===== src/sv/mconv_pkg.sv =====
`timescale 1ns / 1ps

package mconv_pkg;

  // Array geometry.
  localparam int IMAGE_SIZE  = 3;
  localparam int KERNEL_SIZE = 3;
  localparam int CHANNELS    = 3;
  localparam int CENTER      = KERNEL_SIZE / 2;

  // Field widths of the channels.
  localparam int MODE_W  = 2;
  localparam int IDX_W   = 2;
  localparam int VALUE_W = 16;
  localparam int SUM_W   = 36;
  localparam int PROD_W  = 2 * VALUE_W;

  // Counter and address widths.
  localparam int POS_W  = (IMAGE_SIZE > 1) ? $clog2(IMAGE_SIZE) : 1;
  localparam int TAP_W  = (KERNEL_SIZE > 1) ? $clog2(KERNEL_SIZE) : 1;
  localparam int CH_W   = (CHANNELS > 1) ? $clog2(CHANNELS) : 1;
  localparam int KDEPTH = KERNEL_SIZE * KERNEL_SIZE * CHANNELS;
  localparam int IDEPTH = IMAGE_SIZE * IMAGE_SIZE * CHANNELS;
  localparam int KAW    = (KDEPTH > 1) ? $clog2(KDEPTH) : 1;
  localparam int IAW    = (IDEPTH > 1) ? $clog2(IDEPTH) : 1;

  // Signed width for image offsets, covers row + center - tap over the whole range.
  localparam int OFF_W = 6;

  typedef enum logic [MODE_W-1:0] {
    MODE_LOAD_KERNEL = 2'd0,
    MODE_LOAD_IMAGE  = 2'd1,
    MODE_COMPUTE     = 2'd2
  } mode_t;

  typedef enum logic [1:0] {
    ST_IDLE,
    ST_RUN,
    ST_WAIT
  } state_t;

  // Control that travels with one tap through the multiply-accumulate pipeline.
  typedef struct packed {
    logic valid;
    logic first;
    logic last;
    logic inb;
  } tap_ctl_t;

endpackage


===== src/sv/mconv_if.sv =====
`timescale 1ns / 1ps

// Input channel: one load or compute word.
interface mconv_in_if;
  import mconv_pkg::*;

  logic                      valid;
  logic                      ready;
  logic [MODE_W-1:0]         mode;
  logic [IDX_W-1:0]          row;
  logic [IDX_W-1:0]          col;
  logic [IDX_W-1:0]          channel;
  logic signed [VALUE_W-1:0] value;

  modport source(output valid, mode, row, col, channel, value, input ready);
  modport sink(input valid, mode, row, col, channel, value, output ready);
  modport mon(input valid, ready, mode, row, col, channel, value);
endinterface

// Result channel: one convolution sum per image position.
interface mconv_out_if;
  import mconv_pkg::*;

  logic                    valid;
  logic                    ready;
  logic [IDX_W-1:0]        out_row;
  logic [IDX_W-1:0]        out_col;
  logic signed [SUM_W-1:0] sum;
  logic                    last;

  modport source(output valid, out_row, out_col, sum, last, input ready);
  modport sink(input valid, out_row, out_col, sum, last, output ready);
  modport mon(input valid, ready, out_row, out_col, sum, last);
endinterface


===== src/sv/mconv_mac.sv =====
`timescale 1ns / 1ps

// Shared multiply-accumulate unit: one product register, one accumulator.
module mconv_mac (
  input  logic                                  clk,
  input  logic                                  rst_n,
  input  mconv_pkg::tap_ctl_t                   s1_ctl,
  input  logic signed [mconv_pkg::VALUE_W-1:0]  kern,
  input  logic signed [mconv_pkg::VALUE_W-1:0]  samp,
  input  logic                                  clear,
  output logic signed [mconv_pkg::SUM_W-1:0]    acc,
  output logic                                  done
);
  import mconv_pkg::*;

  tap_ctl_t                 s2_ctl_r;
  logic signed [PROD_W-1:0] prod;
  logic signed [PROD_W-1:0] prod_r;
  logic signed [PROD_W-1:0] prod_nxt;
  logic signed [SUM_W-1:0]  acc_r;
  logic signed [SUM_W-1:0]  acc_nxt;
  logic                     done_r;
  logic                     done_nxt;

  // Taps that fall outside the image contribute zero.
  assign prod     = kern * samp;
  assign prod_nxt = s1_ctl.inb ? prod : '0;

  // The first tap of a position restarts the sum.
  always_comb begin
    acc_nxt  = acc_r;
    done_nxt = done_r;
    if (s2_ctl_r.valid) begin
      if (s2_ctl_r.first) begin
        acc_nxt = SUM_W'(prod_r);
      end else begin
        acc_nxt = acc_r + SUM_W'(prod_r);
      end
    end
    if (s2_ctl_r.valid && s2_ctl_r.last) begin
      done_nxt = 1'b1;
    end else if (clear) begin
      done_nxt = 1'b0;
    end
  end

  always_ff @(posedge clk) begin
    if (!rst_n) begin
      s2_ctl_r <= '0;
      acc_r    <= '0;
      done_r   <= 1'b0;
    end else begin
      s2_ctl_r <= s1_ctl;
      acc_r    <= acc_nxt;
      done_r   <= done_nxt;
    end
  end

  always_ff @(posedge clk) begin
    prod_r <= prod_nxt;
  end

  assign acc  = acc_r;
  assign done = done_r;

endmodule


===== src/sv/multichannel_conv2d_same.sv =====
`timescale 1ns / 1ps

// Multichannel 3x3 "same" convolution with zero padding.
// in_word carries one word per handshake: mode 0 writes a kernel weight and
// mode 1 an image sample at (row, col, channel); neither produces
// anything. Words whose indexes fall outside the stores, and mode 3,
// are dropped. Mode 2 starts a compute run that emits one out_word per image
// position, row-major, with last set on the final one.
// Each position runs 27 taps (channels times kernel taps) through one shared
// multiply-accumulate unit, one tap a cycle, then drains its pipeline
// (memory read, product, accumulate) before the sum is ready. The sequencer
// starts the next position only after that sum has moved to the output
// register, so positions do not overlap.
// in_word.ready is high only between runs, so a run occupies the block.
// A finished result sits in the output register; if out_word.ready is low
// the next result is held in the accumulator and the sequencer waits.
// Reset (rst_n low, synchronous) returns to idle with no result pending; the
// stores are not cleared and must be written before a compute reads them.
module multichannel_conv2d_same (
  input  logic         clk,
  input  logic         rst_n,
  mconv_in_if.sink     in_word,
  mconv_out_if.source  out_word
);
  import mconv_pkg::*;

  state_t state_r, state_nxt;

  logic [POS_W-1:0] r_r, r_nxt;
  logic [POS_W-1:0] c_r, c_nxt;
  logic [TAP_W-1:0] m_r, m_nxt;
  logic [TAP_W-1:0] n_r, n_nxt;
  logic [CH_W-1:0]  ch_r, ch_nxt;

  logic                      in_acc;
  logic                      kwe;
  logic                      iwe;
  logic [KAW-1:0]            kaddr_ld;
  logic [IAW-1:0]            iaddr_ld;
  logic [KAW-1:0]            kaddr_rd;
  logic [IAW-1:0]            iaddr_rd;
  logic signed [OFF_W-1:0]   ir;
  logic signed [OFF_W-1:0]   ic;
  logic                      tap_last;
  logic                      pos_last;
  tap_ctl_t                  s0_ctl;
  tap_ctl_t                  s1_ctl_r;

  logic signed [VALUE_W-1:0] kmem [KDEPTH];
  logic signed [VALUE_W-1:0] imem [IDEPTH];
  logic signed [VALUE_W-1:0] k_q_r;
  logic signed [VALUE_W-1:0] i_q_r;

  logic signed [SUM_W-1:0]   acc;
  logic                      done;
  logic                      load;

  logic                      out_valid_r, out_valid_nxt;
  logic [IDX_W-1:0]          out_row_r;
  logic [IDX_W-1:0]          out_col_r;
  logic signed [SUM_W-1:0]   sum_r;
  logic                      last_r;

  assign in_word.ready = (state_r == ST_IDLE);
  assign in_acc        = in_word.valid && in_word.ready;

  // Load addresses, row-major with channel innermost.
  assign kaddr_ld = KAW'((int'(in_word.row) * KERNEL_SIZE + int'(in_word.col)) * CHANNELS
                         + int'(in_word.channel));
  assign iaddr_ld = IAW'((int'(in_word.row) * IMAGE_SIZE + int'(in_word.col)) * CHANNELS
                         + int'(in_word.channel));

  // Image position under the current tap of the rotated kernel.
  assign ir = $signed(OFF_W'(r_r)) + $signed(OFF_W'(CENTER)) - $signed(OFF_W'(m_r));
  assign ic = $signed(OFF_W'(c_r)) + $signed(OFF_W'(CENTER)) - $signed(OFF_W'(n_r));

  assign s0_ctl.valid = (state_r == ST_RUN);
  assign s0_ctl.first = (ch_r == '0) && (m_r == '0) && (n_r == '0);
  assign s0_ctl.last  = tap_last;
  assign s0_ctl.inb   = (ir >= 0) && (ir < IMAGE_SIZE) && (ic >= 0) && (ic < IMAGE_SIZE);

  assign tap_last = (ch_r == CH_W'(CHANNELS - 1)) && (m_r == TAP_W'(KERNEL_SIZE - 1))
                    && (n_r == TAP_W'(KERNEL_SIZE - 1));
  assign pos_last = (r_r == POS_W'(IMAGE_SIZE - 1)) && (c_r == POS_W'(IMAGE_SIZE - 1));

  assign kaddr_rd = KAW'((int'(m_r) * KERNEL_SIZE + int'(n_r)) * CHANNELS + int'(ch_r));
  assign iaddr_rd = s0_ctl.inb ?
                    IAW'((int'(ir) * IMAGE_SIZE + int'(ic)) * CHANNELS + int'(ch_r)) : '0;

  // A finished sum moves to the output register once that register is free.
  assign load = (state_r == ST_WAIT) && done && (!out_valid_r || out_word.ready);

  // Sequencer: next state, counters and store write enables.
  always_comb begin
    state_nxt = state_r;
    r_nxt     = r_r;
    c_nxt     = c_r;
    m_nxt     = m_r;
    n_nxt     = n_r;
    ch_nxt    = ch_r;
    kwe       = 1'b0;
    iwe       = 1'b0;
    case (state_r)
      ST_IDLE: begin
        if (in_acc) begin
          case (mode_t'(in_word.mode))
            MODE_LOAD_KERNEL: begin
              kwe = (in_word.row < KERNEL_SIZE) && (in_word.col < KERNEL_SIZE)
                    && (in_word.channel < CHANNELS);
            end
            MODE_LOAD_IMAGE: begin
              iwe = (in_word.row < IMAGE_SIZE) && (in_word.col < IMAGE_SIZE)
                    && (in_word.channel < CHANNELS);
            end
            MODE_COMPUTE: begin
              state_nxt = ST_RUN;
              r_nxt     = '0;
              c_nxt     = '0;
              m_nxt     = '0;
              n_nxt     = '0;
              ch_nxt    = '0;
            end
            default: begin
            end
          endcase
        end
      end
      ST_RUN: begin
        if (n_r == TAP_W'(KERNEL_SIZE - 1)) begin
          n_nxt = '0;
          if (m_r == TAP_W'(KERNEL_SIZE - 1)) begin
            m_nxt = '0;
            if (ch_r == CH_W'(CHANNELS - 1)) begin
              ch_nxt = '0;
            end else begin
              ch_nxt = ch_r + 1'b1;
            end
          end else begin
            m_nxt = m_r + 1'b1;
          end
        end else begin
          n_nxt = n_r + 1'b1;
        end
        if (tap_last) begin
          state_nxt = ST_WAIT;
        end
      end
      ST_WAIT: begin
        if (load) begin
          if (pos_last) begin
            state_nxt = ST_IDLE;
          end else begin
            state_nxt = ST_RUN;
            if (c_r == POS_W'(IMAGE_SIZE - 1)) begin
              c_nxt = '0;
              r_nxt = r_r + 1'b1;
            end else begin
              c_nxt = c_r + 1'b1;
            end
          end
        end
      end
      default: begin
        state_nxt = ST_IDLE;
      end
    endcase
  end

  always_ff @(posedge clk) begin
    if (!rst_n) begin
      state_r  <= ST_IDLE;
      r_r      <= '0;
      c_r      <= '0;
      m_r      <= '0;
      n_r      <= '0;
      ch_r     <= '0;
      s1_ctl_r <= '0;
    end else begin
      state_r  <= state_nxt;
      r_r      <= r_nxt;
      c_r      <= c_nxt;
      m_r      <= m_nxt;
      n_r      <= n_nxt;
      ch_r     <= ch_nxt;
      s1_ctl_r <= s0_ctl;
    end
  end

  // Kernel and image stores, one write and one registered read each.
  always_ff @(posedge clk) begin
    if (kwe) begin
      kmem[kaddr_ld] <= in_word.value;
    end
    k_q_r <= kmem[kaddr_rd];
  end

  always_ff @(posedge clk) begin
    if (iwe) begin
      imem[iaddr_ld] <= in_word.value;
    end
    i_q_r <= imem[iaddr_rd];
  end

  mconv_mac u_mac (
    .clk    (clk),
    .rst_n  (rst_n),
    .s1_ctl (s1_ctl_r),
    .kern   (k_q_r),
    .samp   (i_q_r),
    .clear  (load),
    .acc    (acc),
    .done   (done)
  );

  // Output register.
  always_comb begin
    out_valid_nxt = out_valid_r;
    if (load) begin
      out_valid_nxt = 1'b1;
    end else if (out_word.ready) begin
      out_valid_nxt = 1'b0;
    end
  end

  always_ff @(posedge clk) begin
    if (!rst_n) begin
      out_valid_r <= 1'b0;
    end else begin
      out_valid_r <= out_valid_nxt;
    end
  end

  always_ff @(posedge clk) begin
    if (load) begin
      out_row_r <= IDX_W'(r_r);
      out_col_r <= IDX_W'(c_r);
      sum_r     <= acc;
      last_r    <= pos_last;
    end
  end

  assign out_word.valid   = out_valid_r;
  assign out_word.out_row = out_row_r;
  assign out_word.out_col = out_col_r;
  assign out_word.sum     = sum_r;
  assign out_word.last    = last_r;

endmodule


===== src/flat_wrapper.sv =====
// flat-port wrapper written by rule: the top's interface ports become plain ports
module multichannel_conv2d_same_flat import mconv_pkg::*;
  (clk, rst_n, in_word_valid, in_word_mode, in_word_row, in_word_col, in_word_channel, in_word_value, in_word_ready, out_word_valid, out_word_out_row, out_word_out_col, out_word_sum, out_word_last, out_word_ready);
  mconv_in_if in_word_i ();
  mconv_out_if out_word_i ();
  input  logic clk;
  input  logic rst_n;
  input wire logic [$bits(in_word_i.valid)-1:0] in_word_valid;
  input wire logic [$bits(in_word_i.mode)-1:0] in_word_mode;
  input wire logic [$bits(in_word_i.row)-1:0] in_word_row;
  input wire logic [$bits(in_word_i.col)-1:0] in_word_col;
  input wire logic [$bits(in_word_i.channel)-1:0] in_word_channel;
  input wire logic [$bits(in_word_i.value)-1:0] in_word_value;
  output wire logic [$bits(in_word_i.ready)-1:0] in_word_ready;
  output wire logic [$bits(out_word_i.valid)-1:0] out_word_valid;
  output wire logic [$bits(out_word_i.out_row)-1:0] out_word_out_row;
  output wire logic [$bits(out_word_i.out_col)-1:0] out_word_out_col;
  output wire logic [$bits(out_word_i.sum)-1:0] out_word_sum;
  output wire logic [$bits(out_word_i.last)-1:0] out_word_last;
  input wire logic [$bits(out_word_i.ready)-1:0] out_word_ready;
  assign in_word_i.valid = in_word_valid;
  assign in_word_i.mode = in_word_mode;
  assign in_word_i.row = in_word_row;
  assign in_word_i.col = in_word_col;
  assign in_word_i.channel = in_word_channel;
  assign in_word_i.value = in_word_value;
  assign in_word_ready = in_word_i.ready;
  assign out_word_valid = out_word_i.valid;
  assign out_word_out_row = out_word_i.out_row;
  assign out_word_out_col = out_word_i.out_col;
  assign out_word_sum = out_word_i.sum;
  assign out_word_last = out_word_i.last;
  assign out_word_i.ready = out_word_ready;
  multichannel_conv2d_same u_core (.clk(clk), .rst_n(rst_n), .in_word(in_word_i), .out_word(out_word_i));
endmodule

===== config.mk =====
export PLATFORM = sky130hd
export DESIGN_NAME = multichannel_conv2d_same_flat
export DESIGN_NICKNAME = d
export VERILOG_FILES = /design/src/sv/mconv_pkg.sv /design/src/sv/mconv_if.sv /design/src/sv/mconv_mac.sv /design/src/sv/multichannel_conv2d_same.sv /design/src/flat_wrapper.sv
export SDC_FILE = /design/constraint.sdc
export NUM_CORES = 2
export LEC_CHECK = 0
export BUFFER_PORTS_ARGS = -buffer_cell sky130_fd_sc_hd__buf_2
export CORE_MARGIN = 1
export CORE_UTILIZATION = 45
export DETAILED_ROUTE_END_ITERATION = 12
export SLEW_MARGIN = 0
export SYNTH_ARGS = -nofsm -noshare
export SYNTH_HDL_FRONTEND = slang
export SYNTH_SLANG_ARGS = --single-unit

===== constraint.sdc =====
create_clock -name clk -period 6.01 [get_ports clk]
set_clock_uncertainty 0.2 [all_clocks]
set_input_delay 0 -clock clk [delete_from_list [all_inputs] [get_ports clk]]
set_output_delay 0 -clock clk [all_outputs]
set_load 0.02 [all_outputs]

# ---- After elaboration in Yosys (flattened, before gate mapping)
# Memories as Yosys holds them, arrays and structs flattened. A register that Yosys moved wholly into a read port is not among the register bits.
# Cells that the tools add are included.
dict set report word_totals {
  word_cells 142
  out_inout_bits 43
  mem_count 2
  ff_bits 130
  mem_bits_rw 864
  inputBits 28
}
dict set report classes {
  mul 7
  eq_ne 17
  n_mux 41
  n_reduce_logical 31
  n_addsub 16
  order_cmp 7
}
# name words word_bits rd rd_ports_with_merged_regs write_ports line_no
set memory_table {}
lappend memory_table {u_core.imem 27 16 1 1 1 multichannel_conv2d_same.sv:50} ;# logic signed [VALUE_W-1:0] imem [IDEPTH];
lappend memory_table {u_core.kmem 27 16 1 1 1 multichannel_conv2d_same.sv:49} ;# logic signed [VALUE_W-1:0] kmem [KDEPTH];
# operator count
set op_table {}
lappend op_table {{multiplier 32 x 3 -> 5 bit (second input constant)} 3}
lappend op_table {{adder 32 x 3 -> 32 bit} 2}
lappend op_table {{adder 36 x 32 -> 36 bit} 1}
lappend op_table {{two-way mux 2 bit} 18}
lappend op_table {{two-way mux 36 bit} 1}
lappend op_table {{multiplier 16 x 16 -> 32 bit} 1}
lappend op_table {{one-hot mux 2 bit (2 select lines)} 5}
lappend op_table {{adder 5 x 3 -> 5 bit} 3}
lappend op_table {{two-way mux 1 bit} 15}
lappend op_table {{equality test 2 bit (second input constant)} 7}
lappend op_table {{logical AND 1 bit} 14}
lappend op_table {{adder 2 x 1 -> 2 bit (second input constant)} 5}
lappend op_table {{logical NOT 2 bit} 5}
lappend op_table {{inequality test 2 bit (second input constant)} 5}
lappend op_table {{AND reduction 5 bit} 2}
lappend op_table {{adder 7 x 4 -> 8 bit} 1}
lappend op_table {{>= comparator 4 x 1 -> 1 bit (second input constant)} 2}
lappend op_table {{less-than comparator 4 x 3 -> 1 bit (second input constant)} 2}
lappend op_table {{multiplier 2 x 2 -> 4 bit (second input constant)} 2}
lappend op_table {{AND reduction 4 bit} 2}
lappend op_table {{nonzero test 2 bit} 4}
lappend op_table {{subtractor 3 x 2 -> 4 bit} 2}
lappend op_table {{multiplier 4 x 3 -> 7 bit (second input constant)} 1}
lappend op_table {{adder 2 x 1 -> 3 bit (second input constant)} 2}
lappend op_table {{9 further kinds} 14}

# ---- Longest topological paths before layout
dict set report logic_depth {
  depth_word 8
  depth_mapped 23
  mapped_depth_nobuf 22
}

# ---- Hierarchy
# Synthesis repeated with hierarchy kept, for this count alone.
dict set report unflattened {
  cells_unflattened 3708
  hier_area_um2 51615.8
}
# mod seq_area_each_um2 area_each_um2 instances cells_per_inst
set modules_own_cells {}
lappend modules_own_cells {multichannel_conv2d_same 28157.0 37323.3 1 2055}
lappend modules_own_cells {mconv_mac 1441.4 14292.5 1 1653}

# ---- Least setup slack after synthesis
# No wires, ideal clock.
dict set report synth_path {
  path_type {reg2reg}
  from {register u_core.i_q_r[7], read port of u_core.imem}
  to {register u_core.u_mac.prod_r[30]}
  path_buffers 1
  t_arrival_ns 5.691
  period_less_slack_ns 5.962
  required_time_ns 5.738
  setup_ns 0.072
  slack_ns 0.048
  path_stages_with_launch 23
  cell_sequence {dfxtp_1 > clkbuf_1 > nand2_1 > fa_1 > inv_1 > fa_1 > inv_1 > fa_1 > inv_1 > fa_1 > fa_1 > inv_1 > fa_1 > inv_1 > ha_1 > a21oi_1 > nor2b_1 > o21ai_0 > o211ai_1 > o31ai_1 > a31oi_1 > a31oi_1 > mux2i_1}
}
dict set report synth_between {
  elab_chain_cells 1
}
# item line_no
set synth_lines {}
lappend synth_lines {{start: declaration} multichannel_conv2d_same.sv:52} ;# logic signed [VALUE_W-1:0] i_q_r;
lappend synth_lines {{multiplier 16 x 16 -> 32 bit} mconv_mac.sv:26} ;# assign prod = kern * samp;
lappend synth_lines {{end signal: assignment} mconv_mac.sv:60} ;# prod_r <= prod_nxt;
lappend synth_lines {{end: declaration} mconv_mac.sv:18} ;# logic signed [PROD_W-1:0] prod_r;
# Every way passes these cells.
# A chain may end at the register's enable or synchronous reset.

# ---- Worst setup path in the final report
dict set report layout_path {
  from {register u_core.k_q_r[13], read port of u_core.kmem}
  to {register u_core.u_mac.prod_r[31]}
}
dict set report layout_between {
  elab_chain_cells 1
}
# item line_no
set layout_lines {}
lappend layout_lines {{start: declaration} multichannel_conv2d_same.sv:51} ;# logic signed [VALUE_W-1:0] k_q_r;
lappend layout_lines {{multiplier 16 x 16 -> 32 bit} mconv_mac.sv:26}
# Every way passes these cells.

==> results.py <==
metrics = {
    "yosys": {
        "ys_ff_latch": 1026,
        "ys_warn_count": 0,
        "syn_avg_cell_area_sq_um": 14.0,
        "synthTopCellsByCount": "edfxtp_1, inv_1, fa_1, nand2_1, a21oi_1",
        "synth_area_sq_um": 52300,
        "synthCells": 3738,
        "synth_top_cell_area_share": 0.519,
        "synthSimpleGateAreaFrac": 0.0700,
        "synth.distinct_cells": 73,
        "synth-async-reset-ratio": 0,
        "synth_top_family_by_area": "adder cells",
        "synth_nets": 4214,
        "synthAdderAreaFrac": 0.146,
        "synth_ff_type": "edfxtp_1",
        "synth.yosys.seq_area_share": 0.566,
        "synth.most_common_cell": "edfxtp_1",
        "synthXorXnorAreaFrac": 0.0112,
        "synth.area.top_cells": "edfxtp_1, fa_1, mux4_2",
        "synthMuxAreaShare": 0.0913,
        "yosysTopAreaCell": "edfxtp_1",
        "synth_edf_count": 905,
        "synth_compound_area_frac": 0.0759,
    },
    "timing": {
        "setup_viol": 0,
        "max_freq_ghz": 0.171,
        "final-max-slew-violation-count": 0,
        "post-route-period-util": 0.970,
        "max-slew-margin-rel": 0.188,
        "period_needed_ps": 5830,
        "rsz0062_at_grt": "yes",
        "worst_pin_slew_ps": 1220,
        "worst_slack_ps": 179,
        "hold_viol": 0,
    },
    "floorplanning": {
        "io_pins": 71,
        "initial_core_util": 0.456,
        "die_height_microns": 343,
        "dieArea_sq_um": 118000,
        "fp.dieW_microns": 343,
        "core_sq_um": 115000,
        "row_count": 124,
    },
    "clock_network": {
        "cts_num_sinks": 1026,
        "clkTransAtPathRegs_ps": 60,
        "cts_tree": "yes",
        "h-tree-depth": 3,
        "clk_latency_ps": 720,
        "cts-root-buf": "clkbuf_16",
        "clock_path_buffers": 3,
        "cts_made_buffers": 107,
    },
    "grt": {
        "antenna_found_initial": 3,
        "grt_pass1_vias": 31100,
        "grt_util_all_layers": 0.213,
        "grt_max_degree": 70,
        "grt_pass1_wl_microns": 189000,
        "grt_overflow": 0,
    },
    "worst_setup_path": {
        "cp_max_fo": 12,
        "startpoint_type": "register",
        "arrival_ps": 6190,
        "crit_top_cell": "fa_1",
        "cp_slowest_cell": "fa_1",
        "path_cells": "buf_6, and2_1, fa_1, inv_1, fa_1, fa_1, fa_1, inv_1, fa_1, inv_1, fa_1, inv_1, ha_4, a21o_1, a21oi_1, o21bai_1, a2bb2oi_2, o211ai_1, nand2_1, o31ai_2, mux2_4",
        "reg2reg_from": "u_core.k_q_r[13]",
        "r2r_slack_ps": 180,
        "worstSetupPathType": "register to register",
        "rr_worst_depth": 21,
        "end_kind": "register",
        "crit_required_ps": 6370,
        "slowest_delay_ps": 540,
        "r2r-end": "u_core.u_mac.prod_r[31]",
    },
    "place": {
        "postPlaceCellArea_sq_um": 55700,
        "hpwl_microns": 80900,
        "routabilityCongestion": 0.867,
        "port_buffers": 70,
        "place_inst": 5355,
        "pre_cts_ws_ps": -102,
    },
    "routing": {
        "finalWirelength_microns": 124000,
        "routed_via_density": 5.49,
        "drc": 0,
        "wl_per_cell_microns": 22.2,
        "via_count": 30600,
        "drtIter0Drc": 2159,
        "route.antenna.remaining_nets": 0,
        "dr.pass1.iters": 6,
    },
    "layout": {
        "num_antenna_cells": 0,
        "drive_above_1_share": 0.185,
        "nFillCells": 9636,
        "nets": 4452,
        "fin_area_sq_um": 59700,
        "area_growth_pct": 14.1,
        "final_cells": 5576,
    },
    "run_status": {
        "status": "finished clean",
    },
    "hold_path": {
        "hp-class": "primary input to register",
        "hold_start": "in_word_valid",
        "min_path_cells": 5,
        "min_to": "u_core.n_r[1]",
    },
    "run": {
        "drv_cap": 0,
    },
}
[registers in the layout (all words and copies together), names as in the netlist, 2 cells and up]
name and count:
u_core.u_mac.prod_r 32, u_core.u_mac.acc 36, u_core.r_r 2, u_core.c_r 2, u_core.out_word.sum 36, u_core.n_r 2, u_core.imem 432, u_core.i_q_r 16
u_core.ch_r 2, u_core.out_word.out_col 2, u_core.u_mac.s2_ctl_r 3, u_core.state_r 2, u_core.k_q_r 16, u_core.s1_ctl_r 4, u_core.m_r 2, u_core.kmem 432
u_core.out_word.out_row 2
[worst max-delay path, delay by kind of cell (launching register included)]
kind	cells	cell delay [ps]
multiplexers	1	320
flip-flops	1	380
buffers and inverters	5	370
adder cells (fa/ha/maj)	7	3210
AND/OR/NAND/NOR	2	300
AO/OA/AOI/OAI	6	910
[layout make-up]
type | count | area, sq um | area share
flip-flops and latches | 1026 | 29700 | 0.497
clock buffers | 131 | 2810 | 0.0471
multi-input cells | 2174 | 20900 | 0.350
repair buffers | 308 | 2410 | 0.0403
clock inverters | 66 | 701 | 0.0117
inverters | 359 | 1350 | 0.0226
well taps | 1512 | 1890 | 0.0317
[worst max-delay path by stage]
stage | startpoint | end | cells after the start
after floorplan | u_core.i_q_r[7] | u_core.u_mac.prod_r[30] | 22
after global placement | u_core.i_q_r[7] | u_core.u_mac.prod_r[31] | 20
after detailed placement | u_core.i_q_r[7] | u_core.u_mac.prod_r[31] | 20
after CTS | u_core.k_q_r[11] | u_core.u_mac.prod_r[31] | 19
after global routing | u_core.i_q_r[15] | u_core.u_mac.prod_r[31] | 20
final | u_core.k_q_r[13] | u_core.u_mac.prod_r[31] | 21
[per-layer routing]
metal | share of wire | vias up | wire length, microns | GRT usage
met1 | 0.43 | 15600 | 53400 | 0.284
met2 | 0.49 | 734 | 61400 | 0.362
li1 | - | 14100 | - | -
met4 | 0.028 | 2 | 3440 | 0.0629
met5 | 0.00010 | - | 13 | 0
met3 | 0.046 | 195 | 5760 | 0.0284
[cell usage in the layout, fill, tap and decap left out, drive strengths merged, types with 10 or more instances in the layout]
master       netlist  routed
dfxtp            121     121
nor3              17      17
mux2              85      85
bufinv             0      10
dlygate4sd3        0      20
nand2b            19      19
fa               272     272
xor2              13      13
mux4             138     138
o211ai            16      16
edfxtp           905     905
xnor2             54      54
o221ai            37      37
and3              15      15
clkinv             1      49
inv              358     361
o21ai            123     123
a311oi            53      53
nand2            258     258
mux2i             71      71
ha               176     176
a21o              29      29
a21oi            190     190
buf               47     288
nor2             155     155
nand4             10      10
o21a              13      13
or3               11      11
a31oi             67      67
nand3             41      41
a211oi            10      10
and2             149     149
clkbuf           132     131
nor2b             63      63
a211o             16      16
[stage by stage]
step / setup TNS [ps] / hold WS [ps] / utilization
global placement: -131 / 120 / 0.485
finish: 0 / 87.6 / 0.520
floorplan: 0 / -101 / -
global route: -134 / 200 / 0.520
detailed placement: -242 / 122 / 0.485
CTS: -17.4 / 76.1 / 0.518
[cell families (layout without fill, tap and decap cells)]
group	Yosys count	in the layout
flip-flops	1026	1026
buffers and inverters	538	864
multiplexers	294	294
AO/OA/AOI/OAI	607	607
adder cells (fa/ha/maj)	448	448
AND/OR/NAND/NOR	758	758
XOR/XNOR	67	67
[timing repair]
action	in CTS	in global routing
endpoints found under the setup margin	5	14
pin swaps	0	31
setup buffers	0	4
resized for setup	13	66
endpoints found under the hold margin	951	0
hold buffers	20	0
Power is not shown: default switching activity piles up to over one toggle a cycle in this logic, so the estimate is an artifact.
